<file path="src/design/sfp_pkg.sv">
package sfp_pkg;

  // Star table
  localparam int STAR_COUNT = 1024;
  localparam int IDX_W      = $clog2(STAR_COUNT);

  // Geometry and spawn constants
  localparam int CENTER_X    = 320;
  localparam int CENTER_Y    = 240;
  localparam int SPAWN_W     = 640;
  localparam int SPAWN_H     = 480;
  localparam int SPAWN_DEPTH = 500;
  localparam int DIM_STEP    = 100;

  // Divider sizes
  localparam int PROD_W = 20;
  localparam int DVSR_W = 9;
  localparam int STEP_W = 5;

  // Configuration register indexes
  typedef enum logic [2:0] {
    CFG_DIST   = 3'd0,
    CFG_SPEED  = 3'd1,
    CFG_ACTIVE = 3'd2,
    CFG_COLOR  = 3'd3,
    CFG_WIDTH  = 3'd4,
    CFG_HEIGHT = 3'd5
  } cfg_idx_e;

  // Input commands
  typedef enum logic {
    CMD_FRAME = 1'b0,
    CMD_STAR  = 1'b1
  } cmd_e;

  // One star table entry
  typedef struct packed {
    logic              alive;
    logic [9:0]        depth;
    logic signed [9:0] y;
    logic signed [10:0] x;
  } star_entry_t;

  // Divider request and response
  typedef struct packed {
    logic              start;
    logic [STEP_W-1:0] steps;
  } div_req_t;

  typedef struct packed {
    logic              done;
    logic [PROD_W-1:0] quot;
  } div_rsp_t;

endpackage

</file>
<file path="src/design/sfp_div.sv">
module sfp_div (
  input  logic                      clk_i,
  input  logic                      rst_ni,
  input  sfp_pkg::div_req_t         req_i,
  input  logic [sfp_pkg::PROD_W-1:0] dividend_i,
  input  logic [sfp_pkg::DVSR_W-1:0] divisor_i,
  output sfp_pkg::div_rsp_t         rsp_o
);

  logic                        busy_q;
  logic                        done_q;
  logic [sfp_pkg::STEP_W-1:0]  cnt_q;
  logic [sfp_pkg::PROD_W-1:0]  quot_q;
  logic [sfp_pkg::DVSR_W-1:0]  rem_q;
  logic [sfp_pkg::DVSR_W-1:0]  dvsr_q;
  logic [sfp_pkg::DVSR_W:0]    trial;
  logic                        fits;
  logic [sfp_pkg::DVSR_W-1:0]  rem_d;

  // One restoring step: shift in the next dividend bit, subtract when it fits
  assign trial = {rem_q, quot_q[sfp_pkg::PROD_W-1]};
  assign fits  = trial >= {1'b0, dvsr_q};
  assign rem_d = fits ? sfp_pkg::DVSR_W'(trial - {1'b0, dvsr_q})
                      : trial[sfp_pkg::DVSR_W-1:0];

  // Step control
  always_ff @(posedge clk_i or negedge rst_ni) begin
    if (!rst_ni) begin
      busy_q <= 1'b0;
      done_q <= 1'b0;
      cnt_q  <= '0;
    end else if (req_i.start) begin
      busy_q <= 1'b1;
      done_q <= 1'b0;
      cnt_q  <= req_i.steps;
    end else if (busy_q) begin
      cnt_q <= cnt_q - sfp_pkg::STEP_W'(1);
      if (cnt_q == sfp_pkg::STEP_W'(1)) begin
        busy_q <= 1'b0;
        done_q <= 1'b1;
      end
    end else begin
      done_q <= 1'b0;
    end
  end

  // Quotient and remainder
  always_ff @(posedge clk_i) begin
    if (req_i.start) begin
      quot_q <= dividend_i;
      rem_q  <= '0;
      dvsr_q <= divisor_i;
    end else if (busy_q) begin
      quot_q <= {quot_q[sfp_pkg::PROD_W-2:0], fits};
      rem_q  <= rem_d;
    end
  end

  assign rsp_o.done = done_q;
  assign rsp_o.quot = quot_q;

endmodule

</file>
<file path="config.mk">
export PLATFORM = sky130hd
export DESIGN_NAME = sfp_div
export DESIGN_NICKNAME = d
export VERILOG_FILES = /design/src/design/sfp_pkg.sv /design/src/design/sfp_div.sv
export SDC_FILE = /design/constraint.sdc
export NUM_CORES = 1
export LEC_CHECK = 0
export ABC_AREA = 1
export BUFFER_PORTS_ARGS = -buffer_cell sky130_fd_sc_hd__clkbuf_2
export CELL_PAD_IN_SITES_DETAIL_PLACEMENT = 1
export CELL_PAD_IN_SITES_GLOBAL_PLACEMENT = 1
export CORE_MARGIN = 3
export CORE_UTILIZATION = 36
export DETAILED_ROUTE_END_ITERATION = 6
export PLACE_DENSITY = 0.83
export SLEW_MARGIN = 20
export SYNTH_ARGS = -nofsm -noshare
export SYNTH_HDL_FRONTEND = slang
export SYNTH_SLANG_ARGS = --single-unit
</file>
<file path="constraint.sdc">
create_clock -name clk_i -period 1.6 [get_ports clk_i]
set_input_delay 0 -clock clk_i [delete_from_list [all_inputs] [get_ports clk_i]]
set_output_delay 0 -clock clk_i [all_outputs]
set_load 0.02 [all_outputs]
</file>
# Yosys cells after proc, flatten, opt, wreduce, memory -nomap -nowiden
# Index checks and enable logic that the tools add are counted.
[word_totals]
output_inout_bits = 21
wordCells = 23
inputBits = 37
register_bits = 45
[classes]
reduce_logical = 1
order_cmp = 1
eq_ne = 2
n_addsub = 2
n_mux = 11
[op_table]
columns = ["op", "count"]
rows = [
  ["2-to-1 mux 20 bit", 2],
  [">= comparator 10 x 9 -> 1 bit", 1],
  ["2-to-1 mux 5 bit", 2],
  ["2-to-1 mux 9 bit", 1],
  ["subtractor 9 bit", 1],
  ["2-to-1 mux 1 bit", 6],
  ["== test 5 x 1 -> 1 bit, second input constant", 1],
  ["subtractor 5 x 1 -> 5 bit, second input constant", 1],
  ["!= test 3 x 2 -> 1 bit, second input constant", 1],
  ["nonzero test 2 bit", 1],
]

# Depth between registers and ports, before layout
[depth]
word_depth = 4
depth_mapped = 13
ltp_nobuf = 13

# Least setup slack after synthesis
# OpenSTA, ideal clock, no wires.
[synth_timing]
kind = "reg-to-reg"
start = "register quot_q[19] (netlist bit)"
end = "register quot_q[0] (netlist bit) (data pin)"
required_ns = 1.338
setup_slack_ns = -0.340
setup_ns = 0.262
path_buffers = 1
arrival_time_ns = 1.677
path_stages_with_launch = 10
synth_period_minus_slack_ns = 1.940
path_cell_list = "edfxtp_1 > inv_1 > ha_1 > inv_1 > fa_1 > nand4_2 > nand2_2 > nand2_2 > buf_6 > a31oi_1"
[synth_via]
elab_chain_cells = 3
[synth_rtl]
columns = ["item", "line", "source"]
rows = [
  ["from (decl)", "sfp_div.sv:13", "logic [sfp_pkg::PROD_W-1:0] quot_q;"],
  ["from (signal assigned)", "sfp_div.sv:50", "quot_q <= dividend_i;"],
  ["from (signal assigned)", "sfp_div.sv:54", "quot_q <= {quot_q[sfp_pkg::PROD_W-2:0], fits};"],
  [">= comparator 10 x 9 -> 1 bit", "sfp_div.sv:22", "assign fits = trial >= {1'b0, dvsr_q};"],
  ["2-to-1 mux 20 bit", "sfp_div.sv:53", "end else if (busy_q) begin"],
  ["2-to-1 mux 20 bit", "sfp_div.sv:49", "if (req_i.start) begin"],
]
# No other way between the ends. The select of a mux whose other input is x is not followed.
# A chain may end at the register's enable or synchronous reset.

# Worst setup path in the final report
[layout_timing]
start = "register quot_q[19] (netlist bit)"
end = "register rem_q[7] (netlist bit)"
[layout_via]
elab_chain_cells = 2
word_cells_on_any_way = 3
cone_classes = "add/sub (1); order compare (1); mux (1)"
[layout_rtl]
columns = ["item", "line", "source"]
rows = [
  ["subtractor 9 bit or >= comparator 10 x 9 -> 1 bit (tied branches)", "sfp_div.sv:23, sfp_div.sv:22", ""],
  ["2-to-1 mux 9 bit *", "sfp_div.sv:23", "assign rem_d = fits ? sfp_pkg::DVSR_W'(trial - {1'b0, dvsr_q})"],
  ["to (signal assigned)", "sfp_div.sv:55", "rem_q <= rem_d;"],
  ["to (decl)", "sfp_div.sv:14", "logic [sfp_pkg::DVSR_W-1:0] rem_q;"],
]
# Every way passes the cells marked *; elsewhere a longest branch is shown, timed or not.

==> impl_metrics.env <==
export IMPL_post_dp_hpwl_um=5760
export IMPL_ctsLongestPathBuffers=2
export IMPL_seqCellArea_mm2=0.001226
export IMPL_wl_um=11350
export IMPL_yosys_area_top_type_share_pct=34.54
export IMPL_dieArea_mm2=0.008043
export IMPL_multi_input_area_mm2=0.001237
export IMPL_fmax_ghz=0.5017
export IMPL_hold_viol_final=0
export IMPL_synth_avg_cell_area_um2=8.321
export IMPL_coreArea_mm2=0.006568
export IMPL_port_buffers=57
export IMPL_grtUsageMet1_pct=29.26
export IMPL_cts_inserted_buffers=5
export IMPL_required_ns=1.80
export IMPL_utilization_pct=57.52
export IMPL_p_per_area_mw_per_mm2=1370
export IMPL_status="finished with violations"
export IMPL_synth_warnings=0
export IMPL_end_kind="flip-flop"
export IMPL_slew_limit_headroom_pct=65.33
export IMPL_holdWs_ns=0.06520
export IMPL_vias_per_cell=5.247
export IMPL_nNetsFinal=478
export IMPL_r2r_end="rem_q[7]"
export IMPL_grt_usage_pct=26.25
export IMPL_ys_ff_latch=45
export IMPL_ys_seq_area_share_pct=48.64
export IMPL_route_detailed_drc=0
export IMPL_netlist_instances=303
export IMPL_grt_use_met3_pct=6.022
export IMPL_ys_top_cells_by_area="edfxtp_1, nand2_1, dfxtp_1, dfrtp_1, inv_1"
export IMPL_insertedDiodeCount=0
export IMPL_cts_sinks=45
export IMPL_cp_arrival_ns=2.19
export IMPL_p_leak_nw=1.957
export IMPL_areaGrowthSynthToFinish_pct=49.83
export IMPL_violations="negative setup slack"
export IMPL_busiest_layer="met2"
export IMPL_setup_violations_final=10
export IMPL_regToRegSetupSlack_ns=-0.39
export IMPL_ys_types=29
export IMPL_tns_ns=-3.373
export IMPL_root_buffer="clkbuf_8"
export IMPL_overflow=0
export IMPL_antenna_found_initial=0
export IMPL_final_max_slew_viol_count=0
export IMPL_grt_max_degree=24
export IMPL_nFillCells=768
export IMPL_tightest_slew_ns=0.5195
export IMPL_initial_core_util_pct=38.39
export IMPL_worstReg2RegStart="quot_q[19]"
export IMPL_cts_tree="built"
export IMPL_layout_common_cells="nand2_1, clkbuf_2, inv_1"
export IMPL_syn_area_mm2=0.002521
export IMPL_grt_first_pass_wirelength_um=15570
export IMPL_vias=2744
export IMPL_cp_max_fo=5
export IMPL_grt_setup_unrepaired="yes"
export IMPL_worstHoldPathType="in -> async"
export IMPL_io_pins=58
export IMPL_synth_largest_area_cell="edfxtp_1"
export IMPL_maxCapViolations=0
export IMPL_path_class="reg -> reg"
export IMPL_fin_crit_sh_pct=124.6
export IMPL_drt_initial_drc_count=155
export IMPL_htreeDepth=2
export IMPL_fin_ws_ns=-0.3933
export IMPL_detail_route_antenna_nets=0
export IMPL_die_w_um=89.69
export IMPL_dp_cells=476
export IMPL_total_power_mw=5.175
export IMPL_ff2ff_path_depth=11
export IMPL_drt_pass1_iter_count=4
export IMPL_ir_drop_uv=997.9
export IMPL_die_h_um=89.69
export IMPL_cts_clk_slew_worst_paths_ns=0.10
export IMPL_layout_min_cycle_time_ns=1.993
export IMPL_synth_fp_nets=352
export IMPL_wire_per_inst_um=21.71
export IMPL_fin_skew_ns=0.01206
export IMPL_final_layout_size_suffix_gt1_share_pct=33.72
export IMPL_grt_use_met2_pct=45.88
export IMPL_rows=29
export IMPL_mostFrequentLayoutCell="nand2_1"
export IMPL_globalplace_congestion=0.8609
export IMPL_clk_latency_ns=0.32
export IMPL_layout_cells_non_filler=523
export IMPL_grt_pass1_vias=2942
export IMPL_start_kind="flip-flop"
-- flip-flops by register name, summed over array words and instances (netlist names) --
name / count
busy_q: 1
rem_q: 9
done_q: 1
quot_q: 20
cnt_q: 5
dvsr_q: 9
-- through the flow --
| step | instance area [um^2] | setup WS (ns) |
|---|---|---|
| detailed placement | 3144 | -0.2501 |
| global route | 3777 | -0.4560 |
| floorplan | 2541 | -0.2348 |
| global placement | 3144 | -0.1293 |
| CTS | 3631 | -0.1672 |
| finish | 3777 | -0.3933 |
-- synth_stat cells --
library cell  instances
buf_4                 1
nand3_2               9
fa_1                  1
dfxtp_1               9
nor2_1                5
clkbuf_1              5
clkbuf_8              1
a21oi_2               1
nand2_2               5
buf_6                 3
edfxtp_1             29
dfrtp_1               7
nand4_2               1
buf_2                 1
nor3_1                2
a31oi_1               1
inv_1                42
xor2_1                2
nand3_1              19
a21oi_1               4
nand3b_1              1
ha_1                 11
nand2_1             130
xnor2_1               4
nor2_2                3
o221ai_1              1
nand4_1               1
o211ai_1              3
inv_2                 1
-- area by class of cell --
cell class	count	area share [%]
timing repair buffer	130	25.17
sequential	45	32.46
clock buffer	6	1.921
clock inverter	2	0.2650
inverter	43	4.339
tap	93	3.081
multi-input combinational	204	32.76
-- report_power, final --
| group | internal [mW] | switching [mW] | total (mW) |
|---|---|---|---|
| combinational | 1.10 | 1.66 | 2.76 |
| clock | 0.305 | 0.454 | 0.759 |
| sequential | 1.47 | 0.186 | 1.65 |
-- cell families (layout without fill, tap and decap cells) --
group / Yosys count / in the layout / synth area share [%]
and+or+nand+nor: 176 / 176 / 30.87
xor gates and xnor gates: 6 / 6 / 2.084
AOI/OAI and AO/OA: 10 / 10 / 2.631
DFF: 45 / 45 / 48.64
buffers and inverters: 54 / 181 / 9.528
adders and majority gates: 12 / 12 / 6.253
-- how the worst max path moves through the flow --
stage / start / end / cells after the start
final: quot_q[19] / rem_q[7] / 11
after global routing: quot_q[19] / rem_q[8] / 13
after CTS: quot_q[19] / rem_q[3] / 11
after detailed placement: quot_q[19] / rem_q[4] / 11
after global placement: quot_q[19] / rem_q[4] / 11
after floorplan: quot_q[19] / quot_q[0] / 9
-- metal layers --
metal,share of wire (%),vias to the layer above
met3,6.0,38
li1,-,1204
met4,4.5,0
met5,0,-
met1,39,1371
met2,51,131
-- worst max-delay path, cell delays in order (launching register included) --
cell	delay [ns]
edfxtp_1	0.42
inv_2	0.12
ha_4	0.16
inv_4	0.04
fa_2	0.40
nand4_4	0.13
nand2_4	0.09
nand2_8	0.10
buf_4	0.13
nand3_2	0.07
nand3_1	0.10
nand2_1	0.10
-- repair_timing --
item                                   CTS  global route
endpoints found under the hold margin   39             1
setup endpoints to repair               10            10
setup buffers                            3             2
hold buffers                            33             1
pin swaps                                2             9
gates resized for setup                 11            23
No activity file was read; power rests on OpenSTA's default activity.
